File: src/hdl/icao_coordinate_pair_parser_core_macros.svh
// ============================================================================
// Assertion macros for the coordinate pair parser
// Shared concurrent assertion forms; NO_ASSERTIONS compiles them away.
// ============================================================================
`ifndef ICAO_COORDINATE_PAIR_PARSER_CORE_MACROS_SVH
`define ICAO_COORDINATE_PAIR_PARSER_CORE_MACROS_SVH

`ifndef NO_ASSERTIONS

// Clocked assertion, disabled while the active-low reset is asserted.
`define ICPP_ASSERT(lbl, clk, rst_n, prop, msg) \
    lbl: assert property (@(posedge clk) disable iff (!rst_n) prop) else $error(msg);

// Clocked assertion that is also checked during reset.
`define ICPP_ASSERT_ALWAYS(lbl, clk, prop, msg) \
    lbl: assert property (@(posedge clk) prop) else $error(msg);

`else

`define ICPP_ASSERT(lbl, clk, rst_n, prop, msg)
`define ICPP_ASSERT_ALWAYS(lbl, clk, prop, msg)

`endif

`endif

File: src/hdl/icpp_pkg.sv
// ============================================================================
// icpp_pkg
// Types and constants shared by the coordinate pair parser modules.
// ============================================================================
`timescale 1ns / 1ps

package icpp_pkg;

    // Widths of the text byte and of the result fields.
    localparam int CHAR_W  = 8;
    localparam int LAT_W   = 20;
    localparam int LON_W   = 21;
    localparam int IDX_W   = 6;
    localparam int CNT_W   = 7;
    localparam int DCNT_W  = 4;
    localparam int NDIGITS = 7;

    // Packed stream widths.
    localparam int M_DATA_W = 56;
    localparam int S_DATA_W = 8;

    // Seven stored decimal digits of the open token.
    typedef logic [NDIGITS-1:0][3:0] digits_t;

    // Outcome of decoding one closed token.
    typedef struct packed {
        logic                    ok;
        logic signed [LON_W-1:0] value;
    } dec_t;

    // One result item.
    typedef struct packed {
        logic                    pair_valid;
        logic signed [LAT_W-1:0] lat_arcsec;
        logic signed [LON_W-1:0] lon_arcsec;
        logic [IDX_W-1:0]        pair_index;
        logic                    end_of_text;
        logic [CNT_W-1:0]        pair_total;
    } res_t;

endpackage

File: src/hdl/icpp_decode.sv
// ============================================================================
// icpp_decode
// Turns the digits of a closed token into signed arc-seconds and checks it.
// ============================================================================
`timescale 1ns / 1ps

module icpp_decode (
    input  icpp_pkg::digits_t             digits,
    input  logic [icpp_pkg::DCNT_W-1:0]   digit_count,
    input  logic                          is_latitude,
    input  logic                          negative,
    output icpp_pkg::dec_t                dec
);

    localparam int VAL_W = 22;
    localparam logic [VAL_W-1:0] LAT_MAX = VAL_W'(324000);
    localparam logic [VAL_W-1:0] LON_MAX = VAL_W'(648000);
    localparam logic [6:0]       SIXTY   = 7'd60;

    // Two decimal digits to a binary value below one hundred.
    function automatic logic [6:0] two_dig(input logic [3:0] hi, input logic [3:0] lo);
        two_dig = 7'(hi) * 7'd10 + 7'(lo);
    endfunction

    logic              count_ok;
    logic              has_sec;
    logic [9:0]        deg;
    logic [6:0]        mn;
    logic [6:0]        sc;
    logic [VAL_W-1:0]  mag;
    logic [VAL_W-1:0]  lim;
    logic signed [icpp_pkg::LON_W-1:0] pos;

    // Field layout depends on the hemisphere kind and the digit count.
    always_comb begin
        if (is_latitude) begin
            count_ok = (digit_count == 4'd4) || (digit_count == 4'd6);
            has_sec  = (digit_count == 4'd6);
            deg      = 10'(two_dig(digits[0], digits[1]));
            mn       = two_dig(digits[2], digits[3]);
            sc       = has_sec ? two_dig(digits[4], digits[5]) : 7'd0;
            lim      = LAT_MAX;
        end else begin
            count_ok = (digit_count == 4'd5) || (digit_count == 4'd7);
            has_sec  = (digit_count == 4'd7);
            deg      = 10'(digits[0]) * 10'd100 + 10'(two_dig(digits[1], digits[2]));
            mn       = two_dig(digits[3], digits[4]);
            sc       = has_sec ? two_dig(digits[5], digits[6]) : 7'd0;
            lim      = LON_MAX;
        end
    end

    // Arc-seconds from degrees, minutes and seconds.
    assign mag = VAL_W'(deg) * VAL_W'(3600) + VAL_W'(mn) * VAL_W'(60) + VAL_W'(sc);
    assign pos = $signed(mag[icpp_pkg::LON_W-1:0]);

    assign dec.ok    = count_ok && (mn < SIXTY) && (sc < SIXTY) && (mag <= lim);
    assign dec.value = negative ? -pos : pos;

endmodule

File: src/hdl/icpp_scan.sv
// ============================================================================
// icpp_scan
// Per-byte token scanner: tracks the open token, holds the latitude and
// forms the result item for each byte.
// ============================================================================
`timescale 1ns / 1ps
`include "icao_coordinate_pair_parser_core_macros.svh"

module icpp_scan #(
    parameter int PAIR_LIMIT = 64
) (
    input  logic                          aclk,
    input  logic                          aresetn,
    input  logic                          step,
    input  logic [icpp_pkg::CHAR_W-1:0]   char_code,
    input  logic                          last_char,
    input  logic [icpp_pkg::CNT_W-1:0]    max_pairs,
    output logic                          has_result,
    output icpp_pkg::res_t                res
);

    localparam int LIM_W = ($clog2(PAIR_LIMIT + 1) > icpp_pkg::CNT_W) ?
                           $clog2(PAIR_LIMIT + 1) : icpp_pkg::CNT_W;

    // Text state.
    logic                                 after_space_reg, after_space_next;
    logic                                 token_reg, token_next;
    logic                                 is_lat_reg, is_lat_next;
    logic                                 neg_reg, neg_next;
    logic [icpp_pkg::DCNT_W-1:0]          count_reg, count_next;
    icpp_pkg::digits_t                    store_reg, store_next;
    logic                                 held_reg, held_next;
    logic signed [icpp_pkg::LAT_W-1:0]    held_lat_reg, held_lat_next;
    logic [icpp_pkg::CNT_W-1:0]           pairs_reg, pairs_next;

    logic [icpp_pkg::CHAR_W-1:0] up;
    logic       is_ws, is_digit, is_hemi, start, close, emit;
    logic [LIM_W-1:0] limit;
    icpp_pkg::dec_t   dec;

    // Character classes; letters folded to upper case.
    always_comb begin
        up       = ((char_code >= 8'h61) && (char_code <= 8'h7A)) ? char_code - 8'h20 : char_code;
        is_ws    = (char_code == 8'h20) || ((char_code >= 8'h09) && (char_code <= 8'h0D));
        is_digit = (char_code >= 8'h30) && (char_code <= 8'h39);
        is_hemi  = (up == 8'h4E) || (up == 8'h53) || (up == 8'h45) || (up == 8'h57);
        start    = !token_reg && after_space_reg && is_hemi;
    end

    // Effective pair limit.
    assign limit = (LIM_W'(max_pairs) < LIM_W'(PAIR_LIMIT)) ? LIM_W'(max_pairs)
                                                             : LIM_W'(PAIR_LIMIT);

    // Token tracking: digits are stored, a new token opens on a hemisphere letter.
    always_comb begin
        store_next = store_reg;
        count_next = count_reg;
        is_lat_next = is_lat_reg;
        neg_next    = neg_reg;
        if (token_reg && is_digit) begin
            if (count_reg < 4'd7) begin
                store_next[count_reg[2:0]] = char_code[3:0];
            end
            if (count_reg < 4'd8) begin
                count_next = count_reg + 4'd1;
            end
        end else if (start) begin
            is_lat_next = (up == 8'h4E) || (up == 8'h53);
            neg_next    = (up == 8'h53) || (up == 8'h57);
            count_next  = '0;
        end
    end

    // A token closes on a non-digit or at the end of the text.
    assign close = token_reg ? (!is_digit || last_char) : (start && last_char);

    icpp_decode u_decode (
        .digits      (store_next),
        .digit_count (count_next),
        .is_latitude (is_lat_next),
        .negative    (neg_next),
        .dec         (dec)
    );

    // Latitude holding, pairing and the result item.
    always_comb begin
        held_next     = held_reg;
        held_lat_next = held_lat_reg;
        emit          = 1'b0;
        token_next    = close ? 1'b0 : (token_reg || start);
        if (close && dec.ok) begin
            if (is_lat_next) begin
                held_next     = 1'b1;
                held_lat_next = dec.value[icpp_pkg::LAT_W-1:0];
            end else if (held_reg && (LIM_W'(pairs_reg) < limit)) begin
                emit      = 1'b1;
                held_next = 1'b0;
            end
        end
        pairs_next       = emit ? pairs_reg + 7'd1 : pairs_reg;
        after_space_next = is_ws;

        res.pair_valid  = emit;
        res.lat_arcsec  = emit ? held_lat_reg : '0;
        res.lon_arcsec  = emit ? dec.value : '0;
        res.pair_index  = emit ? pairs_reg[icpp_pkg::IDX_W-1:0] : '0;
        res.end_of_text = last_char;
        res.pair_total  = pairs_next;
        has_result      = emit || last_char;
    end

    // State registers; the end of a text returns them to their start values.
    always_ff @(posedge aclk) begin
        if (!aresetn) begin
            after_space_reg <= 1'b1;
            token_reg       <= 1'b0;
            is_lat_reg      <= 1'b0;
            neg_reg         <= 1'b0;
            count_reg       <= '0;
            held_reg        <= 1'b0;
            held_lat_reg    <= '0;
            pairs_reg       <= '0;
        end else if (step) begin
            if (last_char) begin
                after_space_reg <= 1'b1;
                token_reg       <= 1'b0;
                is_lat_reg      <= 1'b0;
                neg_reg         <= 1'b0;
                count_reg       <= '0;
                held_reg        <= 1'b0;
                held_lat_reg    <= '0;
                pairs_reg       <= '0;
            end else begin
                after_space_reg <= after_space_next;
                token_reg       <= token_next;
                is_lat_reg      <= is_lat_next;
                neg_reg         <= neg_next;
                count_reg       <= count_next;
                held_reg        <= held_next;
                held_lat_reg    <= held_lat_next;
                pairs_reg       <= pairs_next;
            end
        end
    end

    // Digit store carries no reset; only digits of the open token are read.
    always_ff @(posedge aclk) begin
        if (step) begin
            store_reg <= store_next;
        end
    end

    `ICPP_ASSERT(a_count_sat, aclk, aresetn, count_reg <= 4'd8, "digit count above saturation")
    `ICPP_ASSERT(a_emit_clears_held, aclk, aresetn, (step && emit && !last_char) |=> !held_reg, "latitude still held after a pair")
    `ICPP_ASSERT(a_text_end_clear, aclk, aresetn, (step && last_char) |=> (pairs_reg == '0) && !token_reg && after_space_reg, "state not cleared after last byte")
    `ICPP_ASSERT(a_emit_needs_held, aclk, aresetn, emit |-> held_reg, "pair emitted without a held latitude")

endmodule

File: src/hdl/icao_coordinate_pair_parser_core.sv
// ============================================================================
// icao_coordinate_pair_parser_core
// Scans a byte stream for hemisphere-prefixed coordinate tokens and emits
// latitude/longitude pairs in signed arc-seconds.
//
//   Channel  Ports            Contents (low bit first)
//   -------  ---------------  ----------------------------------------------
//   input    s_t*             tdata: char_code; tlast: last_char
//   result   m_t*             tdata: lat, lon, pair_index, pair_total;
//                             tuser: pair_valid; tlast: end_of_text
//   config   cfg_we/cfg_wdata max_pairs
//
// One byte is taken per cycle unless the output register is full and not
// taken. A byte passes an input register and then the scanner and decoder,
// whose result lands in the output register. The input register holds while
// the output register is full and not taken. Reset is synchronous and sets
// max_pairs to 64.
// ============================================================================
`timescale 1ns / 1ps
`include "icao_coordinate_pair_parser_core_macros.svh"

module icao_coordinate_pair_parser_core #(
    parameter int PAIR_LIMIT = 64
) (
    input  logic                              aclk,
    input  logic                              aresetn,
    // Configuration
    input  logic                              cfg_we,
    input  logic [icpp_pkg::CNT_W-1:0]        cfg_wdata,     // max_pairs
    // Input stream
    input  logic                              s_tvalid,
    output logic                              s_tready,
    input  logic [icpp_pkg::S_DATA_W-1:0]     s_tdata,       // [7:0] char_code
    input  logic                              s_tlast,       // last_char
    // Result stream
    output logic                              m_tvalid,
    input  logic                              m_tready,
    // [19:0] lat_arcsec, [40:20] lon_arcsec, [46:41] pair_index,
    // [53:47] pair_total, [55:54] zero
    output logic [icpp_pkg::M_DATA_W-1:0]     m_tdata,
    output logic                              m_tuser,       // pair_valid
    output logic                              m_tlast        // end_of_text
);

    logic [icpp_pkg::CNT_W-1:0]  max_pairs_reg;
    logic                        in_valid_reg;
    logic [icpp_pkg::CHAR_W-1:0] in_char_reg;
    logic                        in_last_reg;
    logic                        out_valid_reg;
    icpp_pkg::res_t              out_res_reg;
    icpp_pkg::res_t              res;
    logic                        has_result;
    logic                        advance;

    // Configuration register.
    always_ff @(posedge aclk) begin
        if (!aresetn) begin
            max_pairs_reg <= 7'd64;
        end else if (cfg_we) begin
            max_pairs_reg <= cfg_wdata;
        end
    end

    // The held byte moves on when the output register can take its result.
    assign advance  = in_valid_reg && (!out_valid_reg || m_tready);
    assign s_tready = !in_valid_reg || advance;

    // Input register.
    always_ff @(posedge aclk) begin
        if (!aresetn) begin
            in_valid_reg <= 1'b0;
        end else if (s_tready) begin
            in_valid_reg <= s_tvalid;
        end
    end

    always_ff @(posedge aclk) begin
        if (s_tvalid && s_tready) begin
            in_char_reg <= s_tdata[icpp_pkg::CHAR_W-1:0];
            in_last_reg <= s_tlast;
        end
    end

    icpp_scan #(
        .PAIR_LIMIT (PAIR_LIMIT)
    ) u_scan (
        .aclk       (aclk),
        .aresetn    (aresetn),
        .step       (advance),
        .char_code  (in_char_reg),
        .last_char  (in_last_reg),
        .max_pairs  (max_pairs_reg),
        .has_result (has_result),
        .res        (res)
    );

    // Output register.
    always_ff @(posedge aclk) begin
        if (!aresetn) begin
            out_valid_reg <= 1'b0;
        end else if (advance && has_result) begin
            out_valid_reg <= 1'b1;
        end else if (m_tready) begin
            out_valid_reg <= 1'b0;
        end
    end

    always_ff @(posedge aclk) begin
        if (advance && has_result) begin
            out_res_reg <= res;
        end
    end

    assign m_tvalid = out_valid_reg;
    assign m_tuser  = out_res_reg.pair_valid;
    assign m_tlast  = out_res_reg.end_of_text;
    assign m_tdata  = {2'b00,
                       out_res_reg.pair_total,
                       out_res_reg.pair_index,
                       out_res_reg.lon_arcsec,
                       out_res_reg.lat_arcsec};

    `ICPP_ASSERT(a_result_loaded, aclk, aresetn, (advance && has_result) |=> out_valid_reg, "result lost on load")
    `ICPP_ASSERT(a_index_total, aclk, aresetn, (out_valid_reg && out_res_reg.pair_valid) |-> (out_res_reg.pair_total[5:0] == out_res_reg.pair_index + 6'd1), "pair total does not follow pair index")
    `ICPP_ASSERT_ALWAYS(a_reset_empty, aclk, !aresetn |=> !out_valid_reg && !in_valid_reg, "registers not empty after reset")

endmodule

File: config.mk
export PLATFORM = sky130hd
export DESIGN_NAME = icao_coordinate_pair_parser_core
export DESIGN_NICKNAME = d
export VERILOG_FILES = /design/src/hdl/icpp_pkg.sv /design/src/hdl/icpp_decode.sv /design/src/hdl/icpp_scan.sv /design/src/hdl/icao_coordinate_pair_parser_core.sv
export VERILOG_INCLUDE_DIRS = /design/src /design/src/hdl
export SDC_FILE = /design/constraint.sdc
export NUM_CORES = 1
export LEC_CHECK = 0
export ABC_CLOCK_PERIOD_IN_PS = 14100
export BUFFER_PORTS_ARGS = -buffer_cell sky130_fd_sc_hd__buf_2
export CAP_MARGIN = 20
export CORE_UTILIZATION = 55
export CTS_CLUSTER_DIAMETER = 150
export DETAILED_ROUTE_END_ITERATION = 16
export PLACE_DENSITY = 0.86
export REMOVE_ABC_BUFFERS = 1
export SYNTH_ARGS = -nofsm -noshare
export SYNTH_HDL_FRONTEND = slang
export SYNTH_SLANG_ARGS = --single-unit
File: constraint.sdc
create_clock -name aclk -period 14.1 [get_ports aclk]
set_clock_uncertainty 0.1 [all_clocks]
set_input_delay 2.115 -clock aclk [delete_from_list [all_inputs] [get_ports aclk]]
set_output_delay 2.115 -clock aclk [all_outputs]
set_load 0.01 [all_outputs]
# After elaboration in Yosys (flattened, before gate mapping)
# Index checks and enable logic that the tools add are counted.
[classes] mul=9 muxes=43 reduce_logical=38 add_sub_neg=13 n_lt_le_gt_ge=15 eq_ne=9
[op_table] op="2-to-1 mux 20 bit" n=4
[op_table] op="2-to-1 mux 28 bit" n=2
[op_table] op="2-to-1 mux 7 bit" n=7
[op_table] op="adder 7 x 4 -> 7 bit" n=6
[op_table] op="multiplier 4 x 3 -> 6 bit (second input constant)" n=6
[op_table] op="equality test 8 x 7 -> 1 bit (second input constant)" n=4
[op_table] op="bitwise mux 28 bit" n=1
[op_table] op="adder 22 x 13 -> 22 bit" n=1
[op_table] op="adder 22 x 7 -> 22 bit" n=1
[op_table] op="<= comparator 22 bit" n=1
[op_table] op="2-to-1 mux 21 bit" n=1
[op_table] op="negator 21 bit" n=1
[op_table] op="2-to-1 mux 1 bit" n=20
[op_table] op="2-to-1 mux 4 bit" n=5
[op_table] op="multiplier 10 x 8 -> 18 bit (second input constant)" n=1
[op_table] op="equality test 4 x 3 -> 1 bit (second input constant)" n=4
[op_table] op="logical AND 1 bit" n=16
[op_table] op="< comparator 7 x 6 -> 1 bit (second input constant)" n=2
[op_table] op="demux 4 bit (select 3 bit)" n=1
[op_table] op="logical OR 1 bit" n=12
[op_table] op="multiplier 7 x 4 -> 11 bit (second input constant)" n=1
[op_table] op="adder 10 x 7 -> 10 bit" n=1
[op_table] op="2-to-1 mux 10 bit" n=1
[op_table] op="equality test 8 x 6 -> 1 bit (second input constant)" n=1
[op_table] op="other kinds (21)" n=27
[totals] inputBits=21 ff_bits=138 wordCells=153

# Depth between registers and ports, before layout
# Gate-level depths: netlist of the first run.
[logic_depth] depth_word=21 depth_mapped=50 depth_no_buf=46

# Modules after synthesis
# A second synthesis of the first run with hierarchy kept.
[hier_totals] hier_cells=1096 hier_area_um2=11404.7
[by_module_without_submodules] mod="icpp_decode" n_inst=1 area_per_inst_um2=5331.4 cells_each=627
[by_module_without_submodules] mod="icpp_scan" n_inst=1 area_per_inst_um2=3737.3 cells_each=365
[by_module_without_submodules] mod="icao_coordinate_pair_parser_core" n_inst=1 area_per_inst_um2=2336.0 cells_each=104

# Worst setup path after synthesis of the first run
# No wires, ideal clock.
[synth_timing] kind="register to register" start="reg in_char_reg[6] in the netlist's numbering" end="reg out_res_reg, in the netlist m_tdata[0], enable pin" path_stages_with_launch=43 t_arrival_ns=10.631 path_buffers=4 setup_slack_ns=2.950 synth_period_minus_slack_ns=11.150 required_time_ns=13.581 path_cell_list="edfxtp_1 > inv_1 > ha_1 > a21oi_1 > buf_4 > or2_2 > or4_1 > clkbuf_1 > mux2_2 > ha_1 > ha_1 > xnor2_1 > inv_1 > fa_1 > a21oi_1 > fa_1 > ha_1 > inv_1 > [... 7 more ...] > ha_1 > a21oi_1 > o21ai_0 > or2_2 > o221ai_1 > nor3_1 > xor2_1 > ha_1 > nand3_1 > nor4_1 > a32o_1 > nand2_1 > a2bb2oi_2 > or2_1 > buf_2 > inv_2 > buf_4 > o21a_1"
[synth_rtl] element="start, declared" line_no="icao_coordinate_pair_parser_core.sv:47" text="logic [icpp_pkg::CHAR_W-1:0] in_char_reg;"
[synth_rtl] element="start signal, assigned" line_no="icao_coordinate_pair_parser_core.sv:79" text="in_char_reg <= s_tdata[icpp_pkg::CHAR_W-1:0];"
[synth_rtl] element="end signal, assigned" line_no="icao_coordinate_pair_parser_core.sv:110" text="out_res_reg <= res;"
[synth_rtl] element="end, declared" line_no="icao_coordinate_pair_parser_core.sv:50" text="icpp_pkg::res_t out_res_reg;"

==> flow_summary.ini, run 1 <==
[sta]
worst_slew_pin_slew_ns = 0.991
timing.setup.tns_ns = 0
fin_crit_sh_pct = 87.1
max_freq_ghz = 0.0814
finalMaxSlewViolations = 0
hold_viol = 0
min_period_ns = 12.28
rsz0062_at_grt = no
setup-violations-final = 0
slew-limit-headroom_pct = 33.3

[worst_hold_path]
worstHoldStart = u_scan.held_lat_reg[0]
holdPathEnd = u_scan.held_lat_reg[0]
hold_depth = 1
hold_class = flop to flop

[cts]
numCtsBuffers = 17
clk_pin_slew_ns = 0.06
hold_buffers = 0
clock-sinks = 138
cts_setup_buffers = 0
h-tree-depth = 4
cts_buffer_depth = 2
insertion_delay_ns = 0.43
root_buffer = clkbuf_16
cts_tree = yes
post_cts_resized = 0

[worst_setup_path]
arrival_ns = 12.35
reg2reg_from = in_char_reg[3]
worst-path-max-fanout = 40
worst_path_most_repeated_cell = ha_1
r2r_setup_slack_ns = 1.82
regToRegEndpoint = m_tdata[37]
crit_required_ns = 14.17
crit_type = flop to flop
critPathMaxStageDelay_ns = 0.77
crit_path_end_kind = flop
cpMaxStageDelayCell = or2_1
rr_worst_depth = 41
start_kind = flop

[cells_and_area]
design_area_um2 = 12700
layout-drive-gt1-share_pct = 14.7
final_nets = 1432
layout_commonest_cell = ha_1
final_cells = 1508
area_delta_synth_final_pct = 10.3
antenna_cells = 0
largest_reg_flops = 54
final_cell_mix = 145 x ha_1, 103 x inv_1, 93 x edfxtp_1

[routing]
drtIter0Drc = 502
routed_wl_um = 24700
drc = 0
via_count = 8785
ant_nets = 0
firstDrtPassIters = 5
wl_per_cell_um = 16.4
vias_per_cell = 5.83

[die]
io_pins = 81
rows = 52
die_x_um = 147
design.core.area_um2 = 20400
die_h_um = 147
initial_core_util_pct = 56.5
dieArea_um2 = 21500

[placement]
io_buffer_count = 78
post-place-cells = 1475
gp_congestion = 0.886
hpwl_um = 18400
dpl-instance-area_um2 = 12100

[global_routing]
grt_max_degree = 41
grt_pass1_vias = 8455
grt_first_pass_wirelength_um = 40400
overflow = 0
grt_antenna_before_repair = 0
grtUsageTotal_pct = 23.4

[logic_synthesis]
ys_seq_elements = 138
synth_cell_types = 89
ys.flop_type = edfxtp_1
seq_area_frac_synth_pct = 32.1
netlist_area_um2 = 11500
syn_inst = 1159
syn_area_per_cell_um2 = 9.93
synth_edf_count = 93
yosysWarnings = 0
async_flop_share_pct = 0

[job]
maxCapViolations = 0

[power_and_ir_drop]
p_per_area_nw_per_um2 = 139
p_leak_nw = 5.19
ir_worst_vdd_uv = 113

[status]
status = finished, final reports clean
==> layout make-up <==
type                    instances  area [µm²]
clock buffers                  18         450
flip-flops and latches        138        3690
well taps                     270         338
clock inverters                14         125
repair buffers                 86         450
inverters                     105         394
multi-input cells             877        7240
fillers                      1522        7670
==> Yosys cell counts, types with 3 or more instances <==
| master | n | share of area [%] |
|---|---|---|
| or3_1 | 5 | 0.27 |
| or2_2 | 8 | 0.43 |
| edfxtp_1 | 93 | 24 |
| and2_1 | 32 | 1.7 |
| nand2b_1 | 13 | 0.71 |
| mux2_2 | 21 | 2.1 |
| buf_2 | 9 | 0.39 |
| a211oi_1 | 4 | 0.26 |
| clkbuf_1 | 23 | 0.75 |
| nand3b_1 | 5 | 0.33 |
| ha_1 | 145 | 16 |
| a22oi_1 | 6 | 0.39 |
| inv_1 | 103 | 3.4 |
| nor3b_1 | 7 | 0.46 |
| buf_4 | 6 | 0.39 |
| o31ai_1 | 5 | 0.33 |
| o21ai_0 | 33 | 1.4 |
| a31oi_1 | 10 | 0.54 |
| dfxtp_1 | 45 | 7.8 |
| a21o_1 | 29 | 1.9 |
| o22ai_1 | 3 | 0.16 |
| nor2b_1 | 19 | 1.0 |
| nor3_1 | 14 | 0.61 |
| or4_1 | 5 | 0.33 |
| or2_1 | 3 | 0.16 |
| nand2_1 | 74 | 2.4 |
| nor2_1 | 91 | 3.0 |
| o21a_1 | 11 | 0.72 |
| fa_1 | 41 | 7.1 |
| o2bb2ai_1 | 20 | 1.5 |
| o21bai_1 | 7 | 0.46 |
| xor2_1 | 28 | 2.1 |
| or3b_2 | 6 | 0.46 |
| o211a_1 | 3 | 0.26 |
| a21oi_1 | 51 | 2.2 |
| nor4_1 | 7 | 0.38 |
| and3_1 | 8 | 0.43 |
| mux2i_1 | 15 | 1.3 |
| nand3_1 | 19 | 0.83 |
| xnor2_1 | 65 | 4.9 |
==> kinds of logic (layout without fill, tap and decap cells) <==
| logic type | after synthesis | count (layout) | synth area share, % |
|---|---|---|---|
| simple gates | 336 | 336 | 15.5 |
| compound gates | 222 | 222 | 13.7 |
| fa+ha+maj | 186 | 186 | 22.9 |
| buf+inv | 145 | 223 | 5.09 |
| flops | 138 | 138 | 32.1 |
| xor+xnor | 94 | 94 | 7.22 |
| mux | 37 | 37 | 3.49 |
| other cells | 1 | 2 | 0.0326 |
==> worst max-delay path by stage <==
stage | from | end | slack (ns)
floorplan | in_char_reg[5] | m_tdata[0] | 2.58
global placement | in_char_reg[0] | m_tdata[36] | 2.28
detailed placement | in_char_reg[3] | m_tdata[16] | 1.95
CTS | in_char_reg[3] | m_tdata[39] | 1.87
global route | in_char_reg[0] | m_tdata[39] | 0.88
finish | in_char_reg[3] | m_tdata[37] | 1.82
==> worst max-delay path: cells and delay by family (launching register included) <==
kind | cells | cell delay [ns]
flip-flops | 1 | 0.61
AND/OR/NAND/NOR | 13 | 3.59
XOR/XNOR | 4 | 0.80
adder cells (fa/ha/maj) | 10 | 3.40
AO/OA/AOI/OAI | 8 | 2.20
buffers and inverters | 6 | 1.27
==> metrics by stage <==
| stage | util [%] | hold WS, ns | power, mW | setup WS (ns) |
|---|---|---|---|---|
| after detailed placement | 59.5 | 0.345 | 1.32 | 1.95 |
| after global routing | 62.3 | 0.377 | 1.88 | 0.876 |
| after global placement | 59.5 | 0.337 | 1.29 | 2.28 |
| after floorplan | - | 0.324 | 1.13 | 2.58 |
| final | 62.3 | 0.367 | 1.76 | 1.82 |
| after CTS | 62.3 | 0.364 | 1.76 | 1.87 |
==> power breakdown <==
group	switching, mW	internal, mW	leakage (nW)	total (mW)
combinational	0.524	0.352	3.81	0.876
sequential	0.00722	0.440	1.09	0.447
clock	0.194	0.243	0.291	0.437
total	0.725	1.04	5.19	1.76
==> routing by layer <==
layer	vias up	GRT usage, %	routed length (µm)
li1	4227	-	-
met5	-	0	0
met2	287	40.1	12100
met1	4216	29.3	10600
met4	0	9.06	587
met3	55	4.06	1320
Power figures use the tool's default switching activity.
==> run 2, diff against run 1 <==
- CELL_PAD_IN_SITES_DETAIL_PLACEMENT: not set -> 0
- CELL_PAD_IN_SITES_GLOBAL_PLACEMENT: not set -> 1
- CORE_UTILIZATION: 55 -> 49
- PLACE_DENSITY: 0.86 -> 0.94
==> run 2 against run 1 <==
  * Die area increased by 12%
  * Hold slack got worse by 0.0094 ns
  * Fmax increased by 2.3%
  * Routed wire length decreased by 7.3%
  * Final cell count increased by 2.9%
  * Global-route usage decreased by 4.0 points
  * Largest power group unchanged
  * Count of clock-buffer cells in the layout increased by 5
  * Sequential power about the same
  * Critical path depth unchanged
  * Register-to-register slack improved by 0.27 ns
  * First-iteration DRC count decreased by 16%
  * Via count decreased by 4.6%
==> flow_summary.ini, run 2 (same netlist as run 1, synthesis figures left out) <==
[cts]
clk_pin_slew_ns = 0.06
root_buffer = clkbuf_16
cts_tree = yes
post_cts_resized = 0
numCtsBuffers = 17
insertion_delay_ns = 0.43
h-tree-depth = 4
cts_buffer_depth = 2
clock-sinks = 138
hold_buffers = 0
cts_setup_buffers = 0

[global_routing]
grt_max_degree = 59
grt_first_pass_wirelength_um = 37800
met3_usage_pct = 2.90
grtUsageMet2_pct = 33.2
grt_pass1_vias = 7870
grt_antenna_before_repair = 0
grtUsageTotal_pct = 19.4
grtUsageMet1_pct = 25.7
overflow = 0
top_usage_layer = met2

[sta]
timing.setup.tns_ns = 0
max_freq_ghz = 0.0833
finalMaxSlewViolations = 0
worst_slew_pin_slew_ns = 0.926
hold_viol = 0
setup_slack_ns = 2.09
slew-limit-headroom_pct = 37.7
rsz0062_at_grt = no
setup-violations-final = 0
fin_crit_sh_pct = 85.2
min_period_ns = 12.01

[worst_setup_path]
worst-path-max-fanout = 58
worst_path_most_repeated_cell = ha_1
crit_path_end_kind = flop
critPathMaxStageDelay_ns = 0.75
rr_worst_depth = 41
crit_type = flop to flop
arrival_ns = 12.00
crit_required_ns = 14.09
start_kind = flop
cpMaxStageDelayCell = or2_1

[routing]
routed_wl_um = 22900
wl_per_cell_um = 14.7
drc = 0
drtIter0Drc = 420
ant_nets = 0
vias_per_cell = 5.41
via_count = 8384
firstDrtPassIters = 5

[die]
rows = 55
dieArea_um2 = 24100
initial_core_util_pct = 50.4
die_h_um = 155
die_x_um = 155
design.core.area_um2 = 22800
io_pins = 81

[worst_hold_path]
hold_depth = 1
hold_class = flop to flop

[placement]
gp_congestion = 0.867
place_ws_ns = 2.09
hpwl_um = 17600
io_buffer_count = 78
post-place-cells = 1518

[job]
maxCapViolations = 0

[cells_and_area]
post-route-util_pct = 56.0
fillers = 1979
register_area_um2 = 3690
final_cells = 1551
layout_commonest_cell = ha_1
antenna_cells = 0
multi_input_area_um2 = 7240
final_nets = 1432
area_delta_synth_final_pct = 11.1
largest_reg_flops = 54
final_cell_mix = 145 x ha_1, 103 x inv_1, 93 x edfxtp_1
layout-drive-gt1-share_pct = 14.6

[power_and_ir_drop]
power_mw = 1.76
p_per_area_nw_per_um2 = 138
ir_worst_vdd_uv = 105
p_leak_nw = 5.21

[status]
status = finished, final reports clean
==> run 2: cell count changes in the layout (fill, tap and decap cells not counted), sizes merged <==
cell / before / now
inv: 115 / 110
clkbuf: 18 / 23
==> run 2: final timing paths <==
check	slack, ns	end	start
hold / removal	0.36	u_scan.held_lat_reg[7]	u_scan.held_lat_reg[7]
setup / recovery	2.09	m_tdata[40]	in_char_reg[0]
hold reg to reg	0.36	u_scan.held_lat_reg[7]	u_scan.held_lat_reg[7]
setup reg to reg	2.09	m_tdata[40]	in_char_reg[0]
==> run 2: report_power, final <==
| group | internal, mW | switching (mW) |
|---|---|---|
| clock network | 0.274 | 0.174 |
| registers | 0.440 | 0.00693 |
| logic | 0.350 | 0.517 |
==> run 2: critical path: cells and delay by family, from the launching register on <==
family	cells	cell delay, ns
fa+ha+maj	10	3.32
compound gates	8	1.83
buf+inv	6	1.24
simple gates	13	3.73
xor+xnor	4	0.80
flops	1	0.61
==> run 2: metal layers <==
| metal | wire (µm) | part of all wire (%) | vias to the layer above |
|---|---|---|---|
| met5 | 0 | 0 | - |
| met4 | 185 | 0.81 | 0 |
| met3 | 815 | 3.6 | 16 |
| met2 | 11000 | 48 | 169 |
| met1 | 10900 | 47 | 3989 |
| li1 | - | - | 4210 |
==> run 2: layout make-up <==
cell class              instances  area share, %
clock buffers                  23           4.25
repair buffers                 86           3.52
inverters                     105           3.08
flip-flops and latches        138           28.9
clock inverters                 9          0.548
well taps                     313           3.06
multi-input cells             877           56.6
==> run 2: through the flow <==
stage | hold WS (ns) | instance area [µm²]
final | 0.357 | 12800
after CTS | 0.358 | 12800
after global placement | 0.336 | 12200
after floorplan | 0.324 | 11300
after global routing | 0.364 | 12800
after detailed placement | 0.339 | 12200
